**config.mk**
```make
export PLATFORM = sky130hd
export DESIGN_NAME = rbst_ctrl
export DESIGN_NICKNAME = d
export VERILOG_FILES = /design/src/rbst_pkg.sv /design/src/rbst_ctrl.sv
export SDC_FILE = /design/constraint.sdc
export NUM_CORES = 1
export LEC_CHECK = 0
export BUFFER_PORTS_ARGS = -buffer_cell sky130_fd_sc_hd__buf_2
export CORE_AREA = 2 2 39 41
export CTS_CLUSTER_SIZE = 12
export DETAILED_ROUTE_END_ITERATION = 8
export DIE_AREA = 0 0 41 43
export GPL_TIMING_DRIVEN = 0
export SLEW_MARGIN = 20
export SYNTH_ARGS = -nofsm -noshare
export SYNTH_HDL_FRONTEND = slang
export SYNTH_SLANG_ARGS = --single-unit
```
**constraint.sdc**
```tcl
create_clock -name clk -period 1.1 [get_ports clk]
set_input_delay 0.055 -clock clk [delete_from_list [all_inputs] [get_ports clk]]
set_output_delay 0.055 -clock clk [all_outputs]
set_load 0.005 [all_outputs]
```
**src/rbst_pkg.sv**
```systemverilog
// Package for the repeat body suppression table: sizes, item kinds, records
// and the command/status structs between controller and datapath.
// No dependencies.
package rbst_pkg;

  localparam int CONNECTIONS   = 64;
  localparam int BODY_CAPACITY = 16 * 1024;
  localparam int SLOTS         = CONNECTIONS * 2;
  localparam int CONN_W        = (CONNECTIONS > 1) ? $clog2(CONNECTIONS) : 1;
  localparam int SLOT_W        = CONN_W + 1;
  localparam int OFF_W         = $clog2(BODY_CAPACITY);
  localparam int BODY_AW       = SLOT_W + 1 + OFF_W;
  localparam int BODY_DEPTH    = SLOTS * 2 * BODY_CAPACITY;

  typedef enum logic [2:0] {
    K_COMPARE = 3'd0,
    K_STAGE   = 3'd1,
    K_COMMIT  = 3'd2,
    K_DISCARD = 3'd3,
    K_ADOPT   = 3'd4,
    K_DEFER   = 3'd5
  } kind_t;

  typedef struct packed {
    logic [2:0]  kind;
    logic [7:0]  connection;
    logic        channel;
    logic [63:0] binding_generation;
    logic [7:0]  body_byte;
    logic        body_empty;
    logic        last;
    logic [63:0] host_revision;
    logic [63:0] scriptable_revision;
  } item_t;

  typedef struct packed {
    logic        result_kind;
    logic        repeated;
    logic        delta_found;
    logic [14:0] first_diff_offset;
    logic [7:0]  old_byte;
    logic [7:0]  new_byte;
    logic [14:0] previous_length;
    logic [15:0] current_length;
    logic        report_deferral;
  } result_t;

  typedef struct packed {
    logic [63:0] sent_gen;
    logic [14:0] sent_len;
    logic [63:0] staged_gen;
    logic [14:0] staged_len;
  } record_t;

  typedef struct packed {
    logic [63:0] gen;
    logic [63:0] host;
    logic [63:0] script;
  } triple_t;

  typedef struct packed {
    logic load;
    logic fetch;
    logic exec;
    logic tail;
  } cmd_t;

  typedef struct packed {
    logic out_free;
    logic need_tail;
  } status_t;

endpackage

```
**src/rbst_ctrl.sv**
```systemverilog
// Sequencer for the repeat body suppression table: load, fetch, execute and
// compare tail steps. Depends on rbst_pkg.
module rbst_ctrl (
  input  logic            clk,
  input  logic            rst,
  input  logic            in_valid,
  output logic            in_ready,
  input  rbst_pkg::status_t status,
  output rbst_pkg::cmd_t  cmd
);
  import rbst_pkg::*;

  typedef enum logic [3:0] {
    S_IDLE  = 4'b0001,
    S_FETCH = 4'b0010,
    S_EXEC  = 4'b0100,
    S_TAIL  = 4'b1000
  } state_t;

  state_t state, state_next;

  always_ff @(posedge clk) begin
    if (rst) begin
      state <= S_IDLE;
    end else begin
      state <= state_next;
    end
  end

  always_comb begin
    state_next = state;
    cmd        = '0;
    in_ready   = 1'b0;
    unique case (state)
      S_IDLE: begin
        in_ready = 1'b1;
        cmd.load = in_valid;
        if (in_valid) state_next = S_FETCH;
      end
      S_FETCH: begin
        cmd.fetch  = 1'b1;
        state_next = S_EXEC;
      end
      S_EXEC: begin
        cmd.exec = status.out_free;
        if (status.out_free) state_next = status.need_tail ? S_TAIL : S_IDLE;
      end
      S_TAIL: begin
        cmd.tail   = 1'b1;
        state_next = S_IDLE;
      end
      default: state_next = S_IDLE;
    endcase
  end

endmodule

```
# ---- Word-level counts from Yosys, hierarchy flattened
# Cells that the tools add are included.
dict set report word_totals {
  word_cells 17
  ramBits 0
  regBits 4
  out_inout_bits 5
  mem_bits_ro 0
  latch_bits 0
  n_memories 0
}
dict set report classes {
  eq_ne 6
  n_reduce_logical 1
  mux 9
  bitwise_logic 0
  n_addsub 0
  div 0
  n_mul 0
  shifts 0
  order_cmp 0
}
# op count
set op_table {}
lappend op_table {{$mux 4} 3}
lappend op_table {{$pmux 4 s3} 1}
lappend op_table {{$mux 1} 5}
lappend op_table {{$eq 4x1->1 const B} 1}
lappend op_table {{$eq 4x2->1 const B} 1}
lappend op_table {{$eq 4x3->1 const B} 1}
lappend op_table {{$eq 4x4->1 const B} 1}
lappend op_table {{$ne 2x2->1 const B} 2}
lappend op_table {{$reduce_and 2->1} 1}

# ---- Depth between registers and ports, before layout
dict set report depth {
  word_depth 3
  mapped_depth 4
  ltp_nobuf 3
}

# ---- Least setup slack after synthesis
# Ideal clock, no wire load.
dict set report synth_path {
  path_type {reg2reg}
  startpoint {register state[0]}
  endpoint {register state[0]}
  period_less_slack_ps 1193
  setup_time_ps 120
  arrival_time_ps 1073
  path_slack_ps -93
  path_stages_with_launch 5
  cell_sequence {dfxtp_1 > buf_6 > nor4b_1 > o31ai_1 > a211o_1}
}
dict set report synth_between {
  elab_chain_len 3
  elab_cells_between_ends 7
  cone_classes {5 x eq/ne; 1 x mux; 1 x reduce/logical}
}
# element line_no
set synth_lines {}
lappend synth_lines {{start, declared} rbst_ctrl.sv:20} ;# state_t state, state_next;
lappend synth_lines {{start signal, assigned} rbst_ctrl.sv:26} ;# state <= state_next;
lappend synth_lines {{$eq 4x3->1 / $eq 4x1->1 (equally long branches)} rbst_ctrl.sv:34} ;# unique case (state)
lappend synth_lines {{$ne 2x2->1 (no line)} -}
lappend synth_lines {{$reduce_and 2->1 (no line)} -}
# Parallel ways exist; a longest one is shown, timed or not.
# A chain may end at the register's enable or synchronous reset.

# ---- Worst setup path in the final report
dict set report layout_path {
  startpoint {register state[3]}
  endpoint {register state[0]}
}
# The elaborated chain is that of the path after synthesis.

==> metrics.txt <==
# TYPE chip_impl_metric gauge
chip_impl_metric{name="chipHeight",unit="um"} 43
chip_impl_metric{name="slew_violations",unit=""} 0
chip_impl_metric{name="fp.coreArea",unit="um2"} 1380
chip_impl_metric{name="drt.antenna.violating_nets",unit=""} 0
chip_impl_metric{name="fin_nets",unit=""} 52
chip_impl_info{name="failed_checks",value="setup timing"} 1
chip_impl_info{name="clock-root-buffer",value="sky130_fd_sc_hd__clkbuf_4"} 1
chip_impl_metric{name="route.detailed.vias_per_inst",unit=""} 4.49
chip_impl_metric{name="maxCapViolations",unit=""} 0
chip_impl_metric{name="diodes",unit=""} 0
chip_impl_metric{name="grt_antenna_before_repair",unit=""} 0
chip_impl_metric{name="post-route-drc-count",unit=""} 0
chip_impl_metric{name="worst-r2r-setup-slack",unit="ps"} -170
chip_impl_metric{name="syn_avg_cell_area",unit="um2"} 10.3
chip_impl_metric{name="critPathRequiredTime",unit="ps"} 1220
chip_impl_metric{name="port_buffers",unit=""} 9
chip_impl_metric{name="io_pins",unit=""} 10
chip_impl_metric{name="gp_congestion",unit=""} 0.692
chip_impl_metric{name="post-route-min-period",unit="ps"} 1270
chip_impl_metric{name="final-setup-viol-count",unit=""} 7
chip_impl_info{name="biggestRegsByFlops",value="state x4"} 1
chip_impl_metric{name="cp_data_arrival_time",unit="ps"} 1380
chip_impl_metric{name="grt_pass1_wl",unit="mm"} 1.03
chip_impl_metric{name="timing.critical_path.depth",unit=""} 4
chip_impl_info{name="rsz0062_at_grt",value="yes"} 1
chip_impl_metric{name="power.density",unit="nW/um2"} 1350
chip_impl_info{name="outcome",value="finished with violations"} 1
chip_impl_metric{name="worstPathBufferInverterCount",unit=""} 1
chip_impl_metric{name="crit_path_max_fanout",unit=""} 5
chip_impl_metric{name="synth_cell_type_count",unit=""} 19
chip_impl_metric{name="num_vias",unit=""} 274
chip_impl_info{name="layout_commonest_cell",value="sky130_fd_sc_hd__buf_2"} 1
chip_impl_info{name="worst_r2r_endpoint",value="state[0]"} 1
chip_impl_metric{name="holdBufCountCts",unit=""} 0
chip_impl_metric{name="net_count_after_synthesis",unit=""} 32
chip_impl_metric{name="placed_cell_area",unit="um2"} 364
chip_impl_metric{name="totalPowerFinal",unit="mW"} 0.669
chip_impl_metric{name="synth.yosys.seq_area_share",unit="%"} 28.8
chip_impl_metric{name="postSynthCellCount",unit=""} 27
chip_impl_metric{name="area.growth.synth_to_final",unit="%"} 78.4
chip_impl_info{name="worst_path_dominant_cell_family",value="flip-flops"} 1
chip_impl_metric{name="dp.final_hpwl",unit="um"} 420
chip_impl_metric{name="postLayoutSetupSlackWorst",unit="ps"} -168
chip_impl_metric{name="total_number_of_yosys_warnings",unit=""} 0
chip_impl_metric{name="p_leak",unit="nW"} 0.200
chip_impl_info{name="timing_worst_setup_path_type",value="reg -> reg"} 1
chip_impl_info{name="crit_path_cell_trace",value="nor4b_4, buf_4, a21oi_1, a211o_1"} 1
chip_impl_info{name="timing.critical_path.to",value="state[0]"} 1
chip_impl_metric{name="drt_iter0_markers",unit=""} 0
chip_impl_metric{name="stdcell_area",unit="um2"} 495
chip_impl_metric{name="timing.clock.skew",unit="ps"} 0.747
chip_impl_metric{name="post-route-period-util",unit="%"} 115
chip_impl_info{name="layout_common_cells",value="sky130_fd_sc_hd__buf_2, sky130_fd_sc_hd__buf_4"} 1
chip_impl_metric{name="design.die.area",unit="um2"} 1760
chip_impl_metric{name="cell_area_after_synthesis",unit="um2"} 278
chip_impl_metric{name="pin_count_of_the_biggest_net_entering_global_routing",unit=""} 10
chip_impl_metric{name="achievable-frequency",unit="GHz"} 0.789
chip_impl_metric{name="timing.slew.headroom",unit="%"} 80.8
chip_impl_metric{name="numClockSinks",unit=""} 4
chip_impl_metric{name="clock_tree.buffer_depth",unit=""} 2
chip_impl_metric{name="drtPass1Iterations",unit=""} 1
chip_impl_info{name="crit_start",value="state[3]"} 1
chip_impl_metric{name="h-tree-depth",unit=""} 1
chip_impl_info{name="hold_path.class",value="in -> reg"} 1
chip_impl_metric{name="grt_util_all_layers",unit="%"} 8.73
chip_impl_metric{name="cpPeakStageDelay",unit="ps"} 370
chip_impl_metric{name="reg2reg_depth",unit=""} 4
chip_impl_metric{name="detail_route.wl_per_cell",unit="um"} 11.6
chip_impl_metric{name="yosys_register_bits",unit=""} 4
chip_impl_metric{name="fill_cells",unit=""} 140
chip_impl_info{name="critPathSlowestCell",value="sky130_fd_sc_hd__dfxtp_4"} 1
chip_impl_metric{name="cts.clk_slew.worst_paths",unit="ps"} 40
chip_impl_metric{name="standard_cell_rows",unit=""} 14
chip_impl_metric{name="first_global_vias",unit=""} 232
chip_impl_metric{name="clock_insertion_delay_worst_skew",unit="ps"} 230
chip_impl_info{name="timing.critical_path.from_type",value="register"} 1
chip_impl_metric{name="worstMarginPinSlew",unit="ps"} 286
chip_impl_metric{name="post_route_cells_drive_above_1_share",unit="%"} 77.8
chip_impl_metric{name="wirelength",unit="um"} 707
chip_impl_metric{name="cts_inserted_buffers",unit=""} 3
chip_impl_info{name="largest-register",value="state"} 1
chip_impl_info{name="timing.critical_path.to_type",value="register"} 1
chip_impl_metric{name="initial_core_util",unit="%"} 20.1
chip_impl_metric{name="hold_ws",unit="ps"} 35.8
chip_impl_metric{name="power.ir.vdd_worst",unit="mV"} 0.632
chip_impl_metric{name="grt.overflow.total",unit=""} 0
chip_impl_metric{name="fp.dieW",unit="um"} 41
chip_impl_info{name="rr_startpoint",value="state[3]"} 1
chip_impl_metric{name="largest_register_ffs",unit=""} 4
chip_impl_metric{name="timing.final.hold_violations",unit=""} 0
chip_impl_info{name="cts_tree",value="built"} 1
## final cells by class
cell class	count	area, um2	share of cell area (%)
clock buffers	3	22.5	4.55
plain buffers	1	11.3	2.27
repair buffers	16	108	21.7
flip-flops and latches	4	91.3	18.4
multi-input cells	20	239	48.2
well taps	16	20.0	4.04
inverters	1	3.75	0.758
## timing repair
item / 4_1_cts / 5_1_grt
cloned: 0 / 0
resized for setup: 8 / 10
endpoints found under the setup margin: 7 / 8
setup buffers: 3 / 4
pin swaps: 2 / 7
## power by group
part	leakage (nW)	internal [mW]	switching [mW]
registers	0.0345	0.165	0.0346
logic	0.152	0.184	0.107
clock network	0.0138	0.122	0.0560
## cells by family after synthesis
family	share of synthesized area, %
AOI/OAI and AO/OA	9.46
buffers and inverters	8.11
and+or+nand+nor	53.6
DFF	28.8
## per-layer routing
metal | GRT usage, % | vias to the layer above | share of wire [%]
met5 | 0 | - | 0
li1 | - | 140 | -
met3 | 3.14 | 0 | 4.0
met1 | 11.2 | 127 | 38
met2 | 11.6 | 7 | 58
met4 | 6.00 | 0 | 0
## metrics by stage
| stage | setup slack, ps | setup TNS (ps) | utilization (%) | cells |
|---|---|---|---|---|
| 2_1_floorplan | -21.5 | -21.5 | - | 27 |
| 3_3_place_gp | -97.5 | -106 | 26.3 | 52 |
| 3_5_place_dp | -91.1 | -112 | 26.3 | 52 |
| 4_1_cts | -172 | -880 | 31.6 | 58 |
| 5_1_grt | -213 | -1220 | 35.8 | 61 |
| 6_report | -168 | -839 | 35.8 | 61 |
## cell usage after synthesis
cell                      n  area share, %
sky130_fd_sc_hd__a21oi_1  1            1.8
sky130_fd_sc_hd__nor4b_1  2            6.3
sky130_fd_sc_hd__nor4b_2  2             11
sky130_fd_sc_hd__inv_1    1            1.4
sky130_fd_sc_hd__nor2b_1  2            4.5
sky130_fd_sc_hd__a211o_1  1            3.2
sky130_fd_sc_hd__buf_6    1            4.1
sky130_fd_sc_hd__nor4_1   1            2.3
sky130_fd_sc_hd__buf_4    1            2.7
sky130_fd_sc_hd__o31ai_1  1            2.7
sky130_fd_sc_hd__and4b_1  1            3.6
sky130_fd_sc_hd__nor2_1   1            1.4
sky130_fd_sc_hd__nor3b_1  2            5.4
sky130_fd_sc_hd__nor4b_4  1            8.6
sky130_fd_sc_hd__o21ai_0  1            1.8
sky130_fd_sc_hd__dfxtp_1  4             29
sky130_fd_sc_hd__and2_1   2            4.5
sky130_fd_sc_hd__nor3b_2  1            4.5
sky130_fd_sc_hd__nor3_1   1            1.8
## worst min-delay path by stage
stage               from  endpoint  slack, ps  depth (start not counted)
floorplan            rst  state[1]        120                          1
global placement     rst  state[1]        260                          2
detailed placement   rst  state[1]        260                          2
CTS                  rst  state[1]         10                          2
global route         rst  state[1]         40                          2
finish               rst  state[1]         40                          2
Note: power is estimated with default switching activity, not from simulation.
